File: config.mk
export PLATFORM = sky130hd
export DESIGN_NAME = radial_vignette_pixel_flat
export DESIGN_NICKNAME = d
export VERILOG_FILES = /design/src/design/rvig_pkg.sv /design/src/design/rvig_if.sv /design/src/design/rvig_ctrl.sv /design/src/design/rvig_dp.sv /design/src/design/radial_vignette_pixel.sv /design/src/flat_wrapper.sv
export SDC_FILE = /design/constraint.sdc
export NUM_CORES = 2
export LEC_CHECK = 0
export ABC_AREA = 1
export BUFFER_PORTS_ARGS = -buffer_cell sky130_fd_sc_hd__clkbuf_2
export CAP_MARGIN = 5
export CORE_MARGIN = 3
export CORE_UTILIZATION = 66
export CTS_CLUSTER_SIZE = 30
export DETAILED_ROUTE_END_ITERATION = 16
export PLACE_DENSITY = 0.83
export SETUP_SLACK_MARGIN = 0.4
export SLEW_MARGIN = 20
export SYNTH_ARGS = -nofsm -noshare
export SYNTH_HDL_FRONTEND = slang
export SYNTH_SLANG_ARGS = --single-unit
File: constraint.sdc
create_clock -name clk -period 11.61 [get_ports clk]
set_input_delay 2.322 -clock clk [delete_from_list [all_inputs] [get_ports clk]]
set_output_delay 2.322 -clock clk [all_outputs]
set_load 0.005 [all_outputs]
File: src/design/rvig_pkg.sv
// shared types and constants for the radial vignette block
`default_nettype none
package rvig_pkg;
  localparam int unsigned MaxDim = 4096;
  localparam int unsigned CfgW = 13;
  localparam int unsigned CntW = 12;
  localparam int unsigned D2W = 27;
  localparam int unsigned SqW = 44;
  localparam int unsigned RootW = 22;
  localparam int unsigned FullW = 22;
  localparam int unsigned ProdW = 30;

  localparam logic REG_WIDTH = 1'b0;
  localparam logic REG_HEIGHT = 1'b1;

  typedef enum logic [2:0] {
    ST_IDLE, ST_SQRT, ST_MUL, ST_DIV, ST_OUT
  } state_t;

  typedef struct packed {
    logic load;
    logic sqrt_step;
    logic mul;
    logic div_step;
    logic advance;
  } cmd_t;

  typedef struct packed {
    logic sqrt_done;
    logic div_done;
  } sts_t;

  function automatic logic [CfgW-1:0] eff_dim(input logic [CfgW-1:0] v);
    logic [CfgW-1:0] r;
    r = v;
    if (v == '0) r = CfgW'(1);
    else if (v > CfgW'(MaxDim)) r = CfgW'(MaxDim);
    return r;
  endfunction
endpackage
`default_nettype wire

File: src/design/rvig_if.sv
// valid/ready channel interfaces
`default_nettype none
interface rvig_pix_if;
  logic       valid;
  logic       ready;
  logic [7:0] red;
  logic [7:0] green;
  logic [7:0] blue;
  logic       frame_end;
  modport source(output valid, red, green, blue, frame_end, input ready);
  modport sink(input valid, red, green, blue, frame_end, output ready);
endinterface

interface rvig_cfg_if;
  logic        valid;
  logic        ready;
  logic        index;
  logic [12:0] data;
  modport source(output valid, index, data, input ready);
  modport sink(input valid, index, data, output ready);
endinterface
`default_nettype wire

File: src/design/rvig_ctrl.sv
// controller state machine for the vignette datapath
`default_nettype none
module rvig_ctrl (
  input  wire logic           clk,
  input  wire logic           rst_n,
  input  wire logic           in_fire,
  input  wire logic           out_free,
  input  wire rvig_pkg::sts_t sts,
  output rvig_pkg::cmd_t      cmd,
  output logic                in_rdy,
  output logic                out_vld
);
  rvig_pkg::state_t state_r, state_nxt;
  logic obuf_vld_r, obuf_vld_nxt;

  always_ff @(posedge clk) begin
    if (!rst_n) state_r <= rvig_pkg::ST_IDLE;
    else state_r <= state_nxt;
  end

  always_ff @(posedge clk) begin
    if (!rst_n) obuf_vld_r <= 1'b0;
    else obuf_vld_r <= obuf_vld_nxt;
  end

  always_comb begin
    state_nxt = state_r;
    cmd = '0;
    in_rdy = 1'b0;
    out_vld = obuf_vld_r;
    obuf_vld_nxt = obuf_vld_r && !out_free;
    unique case (state_r)
      rvig_pkg::ST_IDLE: begin
        in_rdy = 1'b1;
        if (in_fire) begin
          cmd.load = 1'b1;
          state_nxt = rvig_pkg::ST_SQRT;
        end
      end
      rvig_pkg::ST_SQRT: begin
        cmd.sqrt_step = 1'b1;
        if (sts.sqrt_done) state_nxt = rvig_pkg::ST_MUL;
      end
      rvig_pkg::ST_MUL: begin
        cmd.mul = 1'b1;
        state_nxt = rvig_pkg::ST_DIV;
      end
      rvig_pkg::ST_DIV: begin
        cmd.div_step = 1'b1;
        if (sts.div_done) state_nxt = rvig_pkg::ST_OUT;
      end
      rvig_pkg::ST_OUT: begin
        if (!obuf_vld_r || out_free) begin
          cmd.advance = 1'b1;
          obuf_vld_nxt = 1'b1;
          state_nxt = rvig_pkg::ST_IDLE;
        end
      end
      default: state_nxt = rvig_pkg::ST_IDLE;
    endcase
  end
endmodule
`default_nettype wire

File: src/design/rvig_dp.sv
// datapath: position counters, bitwise square root, restoring divider
`default_nettype none
module rvig_dp (
  input  wire logic                       clk,
  input  wire logic                       rst_n,
  input  wire rvig_pkg::cmd_t             cmd,
  input  wire logic [rvig_pkg::CfgW-1:0]  width_cfg,
  input  wire logic [rvig_pkg::CfgW-1:0]  height_cfg,
  input  wire logic [7:0]                 red_i,
  input  wire logic [7:0]                 green_i,
  input  wire logic [7:0]                 blue_i,
  output rvig_pkg::sts_t                  sts,
  output logic [7:0]                      red_o,
  output logic [7:0]                      green_o,
  output logic [7:0]                      blue_o,
  output logic                            frame_end_o
);
  localparam int unsigned CW = rvig_pkg::CntW;
  localparam int unsigned FW = rvig_pkg::FullW;
  localparam int unsigned PW = rvig_pkg::ProdW;
  localparam int unsigned SW = rvig_pkg::SqW;
  localparam int unsigned RW = rvig_pkg::RootW;
  localparam int unsigned DW = rvig_pkg::D2W;

  logic [CW-1:0] col_r, row_r;
  logic [7:0] pix_r [3];
  logic [RW-1:0] root_r;
  logic [4:0] sq_cnt_r;
  logic [FW-1:0] full_r;
  logic [FW-1:0] num_r;
  logic [PW-1:0] prod_r [3];
  logic [FW:0] drem_r [3];
  logic [7:0] quo_r [3];
  logic [3:0] div_cnt_r;
  logic last_r;
  logic mul_d_r;

  logic [rvig_pkg::CfgW-1:0] w_eff, h_eff;
  logic [13:0] dx, dy, twoc, twor;
  logic [DW-1:0] d2;
  logic last_col, last_row;

  always_comb begin
    w_eff = rvig_pkg::eff_dim(width_cfg);
    h_eff = rvig_pkg::eff_dim(height_cfg);
    twoc = {1'b0, col_r, 1'b0};
    twor = {1'b0, row_r, 1'b0};
    dx = (twoc >= 14'(w_eff)) ? twoc - 14'(w_eff) : 14'(w_eff) - twoc;
    dy = (twor >= 14'(h_eff)) ? twor - 14'(h_eff) : 14'(h_eff) - twor;
    d2 = DW'(dx) * DW'(dx) + DW'(dy) * DW'(dy);
    last_col = {1'b0, col_r} >= w_eff - 13'd1;
    last_row = {1'b0, row_r} >= h_eff - 13'd1;
  end

  // square root: radicand held in a shift register, remainder separate
  logic [SW-1:0] rad_r;
  logic [RW+1:0] sqrem_r;
  logic [RW+1:0] sq_next;
  logic [RW+1:0] sq_try;
  always_comb begin
    sq_next = {sqrem_r[RW-1:0], rad_r[SW-1 -: 2]};
    sq_try = sq_next - {root_r, 2'b01};
  end

  assign sts.sqrt_done = (sq_cnt_r == 5'd21);
  assign sts.div_done = (div_cnt_r == 4'd8);

  always_ff @(posedge clk) begin
    if (!rst_n) begin
      col_r <= '0;
      row_r <= '0;
    end else if (cmd.advance) begin
      if (last_col) begin
        col_r <= '0;
        row_r <= last_row ? '0 : row_r + CW'(1);
      end else begin
        col_r <= col_r + CW'(1);
      end
    end
  end

  always_ff @(posedge clk) begin
    if (cmd.load) begin
      pix_r[0] <= red_i;
      pix_r[1] <= green_i;
      pix_r[2] <= blue_i;
      rad_r <= SW'({d2, 16'd0});
      sqrem_r <= '0;
      root_r <= '0;
      sq_cnt_r <= '0;
      full_r <= {h_eff[FW-10:0], 9'd0};
      last_r <= last_col && last_row;
    end
    if (cmd.sqrt_step) begin
      rad_r <= {rad_r[SW-3:0], 2'b00};
      sq_cnt_r <= sq_cnt_r + 5'd1;
      if (!sq_try[RW+1]) begin
        sqrem_r <= sq_try;
        root_r <= {root_r[RW-2:0], 1'b1};
      end else begin
        sqrem_r <= sq_next;
        root_r <= {root_r[RW-2:0], 1'b0};
      end
    end
    if (cmd.mul) begin
      num_r <= (FW'(root_r) < full_r) ? full_r - FW'(root_r) : '0;
      div_cnt_r <= '0;
    end
    if (cmd.div_step && !mul_d_r) begin
      div_cnt_r <= div_cnt_r + 4'd1;
    end
  end

  // products computed once, then eight restoring quotient bits
  logic [FW:0] dtry [3];
  logic [FW:0] dsh [3];
  always_comb begin
    for (int k = 0; k < 3; k++) begin
      dsh[k] = {drem_r[k][FW-1:0], prod_r[k][PW-1]};
      dtry[k] = dsh[k] - {1'b0, full_r};
    end
  end

  always_ff @(posedge clk) begin
    if (!rst_n) mul_d_r <= 1'b0;
    else mul_d_r <= cmd.mul;
  end

  always_ff @(posedge clk) begin
    if (mul_d_r) begin
      for (int k = 0; k < 3; k++) begin
        prod_r[k] <= PW'(pix_r[k]) * PW'(num_r);
        quo_r[k] <= '0;
      end
    end else if (cmd.div_step) begin
      for (int k = 0; k < 3; k++) begin
        if (div_cnt_r == 4'd0) begin
          // quotient < 256, so the top 22 product bits are below full
          drem_r[k] <= {1'b0, prod_r[k][PW-1 -: FW]};
          prod_r[k] <= {prod_r[k][PW-FW-1:0], {FW{1'b0}}};
          quo_r[k] <= '0;
        end else begin
          prod_r[k] <= {prod_r[k][PW-2:0], 1'b0};
          if (!dtry[k][FW]) begin
            drem_r[k] <= dtry[k];
            quo_r[k] <= {quo_r[k][6:0], 1'b1};
          end else begin
            drem_r[k] <= dsh[k];
            quo_r[k] <= {quo_r[k][6:0], 1'b0};
          end
        end
      end
    end else if (cmd.advance) begin
      for (int k = 0; k < 3; k++) begin
        quo_r[k] <= quo_r[k];
      end
    end
  end

  // final quotient bit resolved when leaving the divide state
  logic [7:0] res_r [3];
  always_ff @(posedge clk) begin
    if (sts.div_done && cmd.div_step) begin
      for (int k = 0; k < 3; k++) begin
        res_r[k] <= !dtry[k][FW] ? {quo_r[k][6:0], 1'b1} : {quo_r[k][6:0], 1'b0};
      end
    end
  end

  // output register, frees the datapath while a word waits
  logic [7:0] obuf_r [3];
  logic obuf_fe_r;
  always_ff @(posedge clk) begin
    if (cmd.advance) begin
      for (int k = 0; k < 3; k++) begin
        obuf_r[k] <= res_r[k];
      end
      obuf_fe_r <= last_r;
    end
  end

  assign red_o = obuf_r[0];
  assign green_o = obuf_r[1];
  assign blue_o = obuf_r[2];
  assign frame_end_o = obuf_fe_r;
endmodule
`default_nettype wire

File: src/design/radial_vignette_pixel.sv
// top level of the radial vignette block
// a new word is taken only when idle, and the next word computes while a result waits
// the square root takes 22 steps; the divider computes the product, aligns it
// and then resolves 8 quotient bits
// reset: synchronous active low, position counters cleared, width 640, height 480
`default_nettype none
module radial_vignette_pixel (
  input wire logic   clk,
  input wire logic   rst_n,
  rvig_pix_if.sink   in_ch,
  rvig_pix_if.source out_ch,
  rvig_cfg_if.sink   cfg_ch
);
  logic [rvig_pkg::CfgW-1:0] width_r, height_r;
  rvig_pkg::cmd_t cmd;
  rvig_pkg::sts_t sts;
  logic in_rdy, out_vld;

  assign cfg_ch.ready = 1'b1;
  always_ff @(posedge clk) begin
    if (!rst_n) begin
      width_r <= rvig_pkg::CfgW'(640);
      height_r <= rvig_pkg::CfgW'(480);
    end else if (cfg_ch.valid) begin
      if (cfg_ch.index == rvig_pkg::REG_WIDTH) width_r <= cfg_ch.data;
      else height_r <= cfg_ch.data;
    end
  end

  rvig_ctrl u_ctrl (
    .clk, .rst_n,
    .in_fire(in_ch.valid && in_rdy),
    .out_free(out_ch.ready),
    .sts, .cmd, .in_rdy, .out_vld
  );

  rvig_dp u_dp (
    .clk, .rst_n, .cmd,
    .width_cfg(width_r), .height_cfg(height_r),
    .red_i(in_ch.red), .green_i(in_ch.green), .blue_i(in_ch.blue),
    .sts,
    .red_o(out_ch.red), .green_o(out_ch.green), .blue_o(out_ch.blue),
    .frame_end_o(out_ch.frame_end)
  );

  assign in_ch.ready = in_rdy;
  assign out_ch.valid = out_vld;
endmodule
`default_nettype wire

File: src/flat_wrapper.sv
// flat-port wrapper written by rule: the top's interface ports become plain ports
module radial_vignette_pixel_flat 
  (clk, rst_n, in_ch_valid, in_ch_red, in_ch_green, in_ch_blue, in_ch_frame_end, in_ch_ready, out_ch_valid, out_ch_red, out_ch_green, out_ch_blue, out_ch_frame_end, out_ch_ready, cfg_ch_valid, cfg_ch_index, cfg_ch_data, cfg_ch_ready);
  rvig_pix_if in_ch_i ();
  rvig_pix_if out_ch_i ();
  rvig_cfg_if cfg_ch_i ();
  input wire logic clk;
  input wire logic rst_n;
  input wire logic [$bits(in_ch_i.valid)-1:0] in_ch_valid;
  input wire logic [$bits(in_ch_i.red)-1:0] in_ch_red;
  input wire logic [$bits(in_ch_i.green)-1:0] in_ch_green;
  input wire logic [$bits(in_ch_i.blue)-1:0] in_ch_blue;
  input wire logic [$bits(in_ch_i.frame_end)-1:0] in_ch_frame_end;
  output wire logic [$bits(in_ch_i.ready)-1:0] in_ch_ready;
  output wire logic [$bits(out_ch_i.valid)-1:0] out_ch_valid;
  output wire logic [$bits(out_ch_i.red)-1:0] out_ch_red;
  output wire logic [$bits(out_ch_i.green)-1:0] out_ch_green;
  output wire logic [$bits(out_ch_i.blue)-1:0] out_ch_blue;
  output wire logic [$bits(out_ch_i.frame_end)-1:0] out_ch_frame_end;
  input wire logic [$bits(out_ch_i.ready)-1:0] out_ch_ready;
  input wire logic [$bits(cfg_ch_i.valid)-1:0] cfg_ch_valid;
  input wire logic [$bits(cfg_ch_i.index)-1:0] cfg_ch_index;
  input wire logic [$bits(cfg_ch_i.data)-1:0] cfg_ch_data;
  output wire logic [$bits(cfg_ch_i.ready)-1:0] cfg_ch_ready;
  assign in_ch_i.valid = in_ch_valid;
  assign in_ch_i.red = in_ch_red;
  assign in_ch_i.green = in_ch_green;
  assign in_ch_i.blue = in_ch_blue;
  assign in_ch_i.frame_end = in_ch_frame_end;
  assign in_ch_ready = in_ch_i.ready;
  assign out_ch_valid = out_ch_i.valid;
  assign out_ch_red = out_ch_i.red;
  assign out_ch_green = out_ch_i.green;
  assign out_ch_blue = out_ch_i.blue;
  assign out_ch_frame_end = out_ch_i.frame_end;
  assign out_ch_i.ready = out_ch_ready;
  assign cfg_ch_i.valid = cfg_ch_valid;
  assign cfg_ch_i.index = cfg_ch_index;
  assign cfg_ch_i.data = cfg_ch_data;
  assign cfg_ch_ready = cfg_ch_i.ready;
  radial_vignette_pixel u_core (.clk(clk), .rst_n(rst_n), .in_ch(in_ch_i), .out_ch(out_ch_i), .cfg_ch(cfg_ch_i));
endmodule
; Yosys cells after proc, flatten, opt, wreduce, memory -nomap -nowiden
; Memory sizes are Yosys's and may differ from the RTL's.
; Index checks and enable logic that the tools add are counted.
[classes]
add_sub_neg = 16
multipliers = 5
n_lt_le_gt_ge = 7
n_eq_ne = 10
n_mux = 111
bitwise_logic = 25
reduce_logical = 19
[ops]
columns = cell, n
row1 = $mux W30, 6
row2 = $mux W23, 6
row3 = $mux W22, 5
row4 = $mux W8, 12
row5 = $mul A8 B22 Y30, 3
row6 = $mux W44, 2
row7 = $sub A23 B22 Y23, 3
row8 = $mux W1, 63
row9 = $sub A13 B13 Y14, 4
row10 = $mul A14 B14 Y27, 2
row11 = $mux W13, 4
row12 = $mux W14, 2
row13 = $add A27 B27 Y27, 1
row14 = $ge A12 B13 Y1, 2
row15 = $ge A13 B13 Y1, 2
row16 = $gt A13 B13 Y1 const B, 2
row17 = $logic_not A13 Y1, 2
row18 = $sub A13 B1 Y13 const B, 2
row19 = $add A12 B1 Y12 const B, 2
row20 = $mux W12, 2
row21 = $or A1 B1 Y1, 24
row22 = $sub A24 B24 Y24, 1
row23 = $lt A22 B22 Y1, 1
row24 = $sub A22 B22 Y22, 1
row25 = 22 further kinds, 39
[word_totals]
register_bits = 173
ram_bits = 255
output_inout_bits = 28
word_cells = 216
mem_count = 6
[memory_table]
columns = memory, words, width, read_ports, rd_ports_with_merged_regs, wr, line_no
row1 = u_core.u_dp.prod_r, 3, 30, 3, 0, 3, rvig_dp.sv:31  ; logic [PW-1:0] prod_r [3];
row2 = u_core.u_dp.drem_r, 3, 23, 3, 0, 3, rvig_dp.sv:32  ; logic [FW:0] drem_r [3];
row3 = u_core.u_dp.obuf_r, 3, 8, 3, 0, 3, rvig_dp.sv:171  ; logic [7:0] obuf_r [3];
row4 = u_core.u_dp.pix_r, 3, 8, 3, 0, 3, rvig_dp.sv:26  ; logic [7:0] pix_r [3];
row5 = u_core.u_dp.quo_r, 3, 8, 3, 0, 3, rvig_dp.sv:33  ; logic [7:0] quo_r [3];
row6 = u_core.u_dp.res_r, 3, 8, 3, 0, 3, rvig_dp.sv:161  ; logic [7:0] res_r [3];

; Depth between registers and ports, before layout
; An unclocked memory read counts as a cell.
[logic_depth]
word_depth = 10
mapped_depth = 50
ltp_nobuf = 49

; Modules after synthesis
; From an unflattened synthesis, not the netlist that was laid out.
[unflattened]
hier_cells = 6371
hier_area_um2 = 52172.5
[by_module_without_submodules]
columns = module, n_inst, cells_each, area_each_um2
row1 = rvig_dp, 1, 6178, 50805.0
row2 = radial_vignette_pixel, 1, 145, 1088.5
row3 = rvig_ctrl, 1, 48, 279.0

; Worst setup path before layout
; Ideal clock, no wire load.
[synth_timing]
path_type = input port to flip-flop
startpoint = input port in_ch_valid
endpoint = register u_core.u_dp.rad_r[16] (enable)
setup_ns = 0.619
arrival_time_ns = 7.769
setup_slack_ns = 3.222
cell_stages = 2
path_cell_list = inv_1 -> o21ai_0
[synth_between]
elab_chain_cells = 4
[synth_lines]
columns = item, line_no
row1 = "start, declared", flat_wrapper.sv:9  ; input wire logic [$bits(in_ch_i.valid)-1:0] in_ch_valid;
row2 = $logic_and A1 B1 Y1, radial_vignette_pixel.sv:32  ; .in_fire(in_ch.valid && in_rdy),
row3 = $mux W1, rvig_ctrl.sv:35  ; if (in_fire) begin
row4 = $mux W1, rvig_ctrl.sv:32  ; unique case (state_r)
row5 = $reduce_bool A2 Y1 (no source line), -
row6 = "end signal, assigned", rvig_dp.sv:87  ; rad_r <= SW'({d2, 16'd0});
row7 = "end signal, assigned", rvig_dp.sv:95  ; rad_r <= {rad_r[SW-3:0], 2'b00};
row8 = "end, declared", rvig_dp.sv:56  ; logic [SW-1:0] rad_r;
; No other way between the ends.
; A chain may end at the register's enable or synchronous reset.

; Worst setup path after layout
[layout_timing]
startpoint = register u_core.height_r[4] (netlist bit)
endpoint = register u_core.u_dp.rad_r[32], data pin
[layout_between]
elab_chain_cells = 9
[layout_lines]
columns = item, line_no
row1 = "start, declared", radial_vignette_pixel.sv:14  ; logic [rvig_pkg::CfgW-1:0] width_r, height_r;
row2 = "start signal, assigned", radial_vignette_pixel.sv:23  ; height_r <= rvig_pkg::CfgW'(480);
row3 = "start signal, assigned", radial_vignette_pixel.sv:26  ; else height_r <= cfg_ch.data;
row4 = $gt A13 B13 Y1, rvig_pkg.sv:37  ; else if (v > CfgW'(MaxDim)) r = CfgW'(MaxDim);
row5 = $mux W13, rvig_pkg.sv:37
row6 = $mux W13 (*), rvig_pkg.sv:36  ; if (v == '0) r = CfgW'(1);
row7 = named net u_core.u_dp.h_eff (one bit), rvig_dp.sv:38  ; logic [rvig_pkg::CfgW-1:0] w_eff, h_eff;
row8 = $sub A13 B13 Y14 or $ge A13 B13 Y1 (tied branches), rvig_dp.sv:49  ; dy = (twor >= 14'(h_eff)) ? twor - 14'(h_eff) : 14'(h_eff) - twor;
row9 = $mux W14 (*), rvig_dp.sv:49
row10 = $mul A14 B14 Y27 (*), rvig_dp.sv:50  ; d2 = DW'(dx) * DW'(dx) + DW'(dy) * DW'(dy);
row11 = $add A27 B27 Y27 (*), rvig_dp.sv:50
row12 = $mux W44 (*), rvig_dp.sv:83  ; if (cmd.load) begin
row13 = $mux W44 (*), rvig_dp.sv:94  ; if (cmd.sqrt_step) begin
; Mark *: on every way through the listed nets, which the timed path passes. The rest lies on a longest branch. The select of a mux whose other input is x is not followed.

==> impl_summary.md <==
Detailed routing
After the first detailed-routing iteration, the DRC count stood at 3497. The routed design has 128000 µm of wire. Across all layers, the routed design uses 41678 vias. The remaining antenna violation count is 0.

Dividing the detail-routed wire length by the instance count gives 17.5 µm. For this run, the detailed router's first-pass iteration total came to 6. The detailed-route vias per instance is 5.71. The total DRC errors in the routed layout is 0.

STA
The final number of hold-violating endpoints is 0. At the pin with the least slew margin, the transition time is 1010 ps. Setup violations remaining at the end of the flow were counted as 0. The final-report max-slew violation count is 0. Setup repair after global routing left no endpoint under its margin. For this run, the top clock speed supported by timing is 99.9 MHz. Hold timing on the final database bottoms out at a slack of 417 ps.

Between clock sinks in the finished design, the worst skew comes to 23.4 ps. The worst path needs 10010 ps of the cycle, external delays included. The final critical path takes up 86.2% of the cycle. For the final routed database, the setup TNS stands at 0 ps.

The worst path meets setup with 1600 ps of slack. Headroom to the max-slew limit came out at 32.1%.

Logic synthesis
The synthesized design contains 422 register bits. Counting every net in the synthesized netlist gives 7388. The number of warnings reported in the yosys synthesis log is 0. The post-synthesis instance total is 6257. By area, the combinational part of the netlist is dominated by adder cells. Yosys mapped a number of flops with a built-in enable equal to 366.

Of the total synthesized cell area, the portion taken by full adders, half adders and majority gates is 36.1%. The portion of netlist area occupied by mux cells is 0%. The synthesized-area fraction occupied by xor and xnor cells is 2.56%. In the synthesized netlist the async set-or-reset flop fraction comes to 0%.

The post-synthesis sequential area ratio is 23.6%. The most used flip-flop cell after synthesis is sky130_fd_sc_hd__edfxtp_1. Summing the areas of all compound-gate instances in the mapped netlist gives 8.74% of the synthesized area. In this run the cell area of the synthesized design comes to 51400 µm².

The fraction of the mapped netlist area in simple logic gates is 17.4%. Counting distinct cell types in the post-synthesis netlist gives 67. Dividing the synthesized area by the synthesized cell count gives 8.21 µm².

Critical path
The element type at the critical path start is a register. The arrival time at the worst endpoint is 10370 ps. In this run the worst path has a maximum fanout of 15. The largest stage delay on the critical path is 540 ps. The category of the worst setup path capture point is a register. The critical register-to-register path endpoint is u_core.u_dp.rad_r[32]. The type of the worst setup path is reg -> reg.

The slowest stage of the critical path is the sky130_fd_sc_hd__fa_1 cell. The count of cells along the worst register-to-register path is 41. The required time at the worst-slack endpoint is 11970 ps.

The flop-to-flop setup slack is 1600 ps. The startpoint identified for the worst register-to-register timing path is u_core.height_r[4].

Clock network
The clock drives 422 sinks. The clock reaches the later pin of the worst-skew pair after 620 ps. The maximum buffer depth of the clock tree is 3. The tree is rooted in a sky130_fd_sc_hd__clkbuf_16. Buffers added to address setup during post-CTS repair amount to 0. TritonCTS built the clock tree. Clock-pin slew was measured on the worst setup and hold paths at 60 ps. The number of clock buffers added by TritonCTS is 49. In this run the number of H-tree levels came out at 2. The number of gates resized after CTS was 0.

The number of hold buffers added after cts is 0.

Floorplanning
The number of cell rows is 101. In this run the standard cell core region covers 76500 µm². Once the floorplan was initialized, standard cells occupied 67.2% of the core. The vertical die dimension is 285 µm.

The area of the die is 81200 µm². The width of the chip is 285 µm. The number of I/O pins is 72.

Placed design
The number of instances in the placed design is 7212. The last weighted congestion value of the routability-driven placer is 0.993. The final HPWL from detailed placement is 99100 µm. Prior to clock tree synthesis, the placed netlist has a worst setup slack of 1840 ps. Buffers placed on the I/O ports in this run total 69.

Hold path
The path with the worst hold slack has its endpoint at u_core.u_dp.obuf_r[0][13]. The path class of the tightest hold or removal check is reg -> reg. The number of cells on the worst hold path is 0. The startpoint identified for the worst hold timing path is u_core.u_dp.res_r[0][13].

Global routing
The maximum number of pins on one net before global-route repair is 84. The number of global-route vias before repair is 42881. The aggregate global-route resource usage is 32.2%.

The initial antenna violation count came to 1. The first-pass GRT wire length is 211000 µm. After global routing the overflow that remains totals 0.

Final layout
The sequential standard cell area is 12100 µm². The number of nets in the finished design is 7365. The area growth from synthesis to layout is 5.49%. The layout has 5869 filler cells. The non-filler instance count after layout is 7304. The multi-input gate area in the final layout is 33300 µm².

The fraction of final layout cells with drive strength greater than 1 is 4.21%.

Flow run
Max-cap violations in this run came to 0.

Outcome
The run finished with clean final reports.
## worst max-delay path: cells and delay by family, from the launching register on
| kind | cells | cell delay (ps) |
|---|---|---|
| DFF | 1 | 340 |
| AOI/OAI and AO/OA | 7 | 1250 |
| and+or+nand+nor | 16 | 3010 |
| buffers and inverters | 8 | 820 |
| adders and majority gates | 10 | 4310 |
## metal layers
metal / routed length, µm / share of wire (%) / GRT usage, % / up-vias
met5: 0 / 0 / 0 / -
met4: 5010 / 3.9 / 12.3 / 0
met3: 12400 / 9.7 / 5.58 / 383
met2: 60400 / 47 / 53.9 / 1880
met1: 50200 / 39 / 42.1 / 20081
li1: - / - / - / 19334
## stage by stage
| step | utilization (%) | area [µm²] |
|---|---|---|
| 2_1_floorplan | - | 51400 |
| 5_1_grt | 70.8 | 54200 |
| 3_3_place_gp | 68.7 | 52600 |
| 3_5_place_dp | 68.8 | 52600 |
| 6_report | 70.9 | 54200 |
| 4_1_cts | 70.8 | 54100 |
## flip-flops by register name, indices dropped and copies added (netlist names)
signal and flops:
u_core.u_dp.pix_r 24, u_core.u_dp.quo_r 21, u_core.u_dp.frame_end_o 1, u_core.height_r 13
u_core.u_dp.num_r 22, u_core.u_dp.drem_r 66, u_core.u_dp.res_r 24, u_core.u_dp.rad_r 28
u_core.u_dp.root_r 22, u_core.width_r 13, u_core.u_dp.sq_cnt_r 5, u_core.u_dp.div_cnt_r 4
u_core.u_dp.mul_d_r 1, u_core.u_dp.row_r 12, u_core.u_ctrl.out_vld 1, u_core.u_dp.obuf_r 24
u_core.u_dp.prod_r 90, u_core.u_ctrl.state_r 3, u_core.u_dp.last_r 1, u_core.u_dp.col_r 12
u_core.u_dp.full_r 13, u_core.u_dp.sqrem_r 22
## cell usage in the layout, fill, tap and decap left out, types with 56 or more instances in the layout
cell,synthesis,routed
sky130_fd_sc_hd__xor2_1,88,88
sky130_fd_sc_hd__nand3_1,151,151
sky130_fd_sc_hd__ha_1,432,432
sky130_fd_sc_hd__nand2_1,1470,1468
sky130_fd_sc_hd__inv_1,1367,1367
sky130_fd_sc_hd__clkbuf_2,2,69
sky130_fd_sc_hd__fa_1,655,655
sky130_fd_sc_hd__edfxtp_1,366,366
sky130_fd_sc_hd__dfxtp_1,56,56
sky130_fd_sc_hd__o21ai_0,274,271
sky130_fd_sc_hd__nor2_1,467,463
sky130_fd_sc_hd__a21oi_1,326,326
## logic make-up (layout without fill, tap and decap cells)
| family | after synthesis | count (layout) |
|---|---|---|
| adders and majority gates | 1087 | 1087 |
| AOI/OAI and AO/OA | 799 | 799 |
| and+or+nand+nor | 2233 | 2233 |
| xor gates and xnor gates | 145 | 145 |
| other | 2 | 4 |
| buffers and inverters | 1569 | 1584 |
| DFF | 422 | 422 |
## worst max path at each step
stage                  startpoint               endpoint  slack [ps]  depth (start not counted)
2_1_floorplan         in_ch_valid  u_core.u_dp.rad_r[16]        3220                          2
3_5_place_dp   u_core.height_r[6]  u_core.u_dp.rad_r[32]        1840                         41
4_1_cts        u_core.height_r[6]  u_core.u_dp.rad_r[32]        1820                         41
6_report       u_core.height_r[4]  u_core.u_dp.rad_r[32]        1600                         41
5_1_grt        u_core.height_r[6]  u_core.u_dp.rad_r[42]         960                         41
3_3_place_gp   u_core.height_r[6]  u_core.u_dp.rad_r[41]        2010                         41
## area by class of cell
| type | count | share of cell area, % |
|---|---|---|
| antenna | 2 | 0.00924 |
| clock buffer | 58 | 2.34 |
| clock inverter | 31 | 0.508 |
| inverter | 1380 | 9.56 |
| multi-input combinational | 4266 | 61.5 |
| sequential | 422 | 22.4 |
| tap | 1030 | 2.38 |
| timing repair buffer | 115 | 1.34 |
## synthesized netlist by cell type, types with 27 or more instances
cell | instances | area share [%]
sky130_fd_sc_hd__nand2_1 | 1470 | 11
sky130_fd_sc_hd__inv_1 | 1367 | 10
sky130_fd_sc_hd__fa_1 | 655 | 26
sky130_fd_sc_hd__nor2_1 | 467 | 3.4
sky130_fd_sc_hd__ha_1 | 432 | 11
sky130_fd_sc_hd__edfxtp_1 | 366 | 21
sky130_fd_sc_hd__a21oi_1 | 326 | 3.2
sky130_fd_sc_hd__o21ai_0 | 274 | 2.7
sky130_fd_sc_hd__nand3_1 | 151 | 1.5
sky130_fd_sc_hd__clkbuf_1 | 147 | 1.1
sky130_fd_sc_hd__xor2_1 | 88 | 1.5
sky130_fd_sc_hd__dfxtp_1 | 56 | 2.2
sky130_fd_sc_hd__xnor2_1 | 51 | 0.87
sky130_fd_sc_hd__nand4_1 | 39 | 0.48
sky130_fd_sc_hd__nor3_1 | 37 | 0.36
sky130_fd_sc_hd__or2_2 | 32 | 0.39
sky130_fd_sc_hd__o21bai_1 | 28 | 0.41
sky130_fd_sc_hd__buf_2 | 27 | 0.26
Power is left out: the tool's default activity adds up to more than one toggle a clock period on the data nets, which glitch-free logic cannot reach.
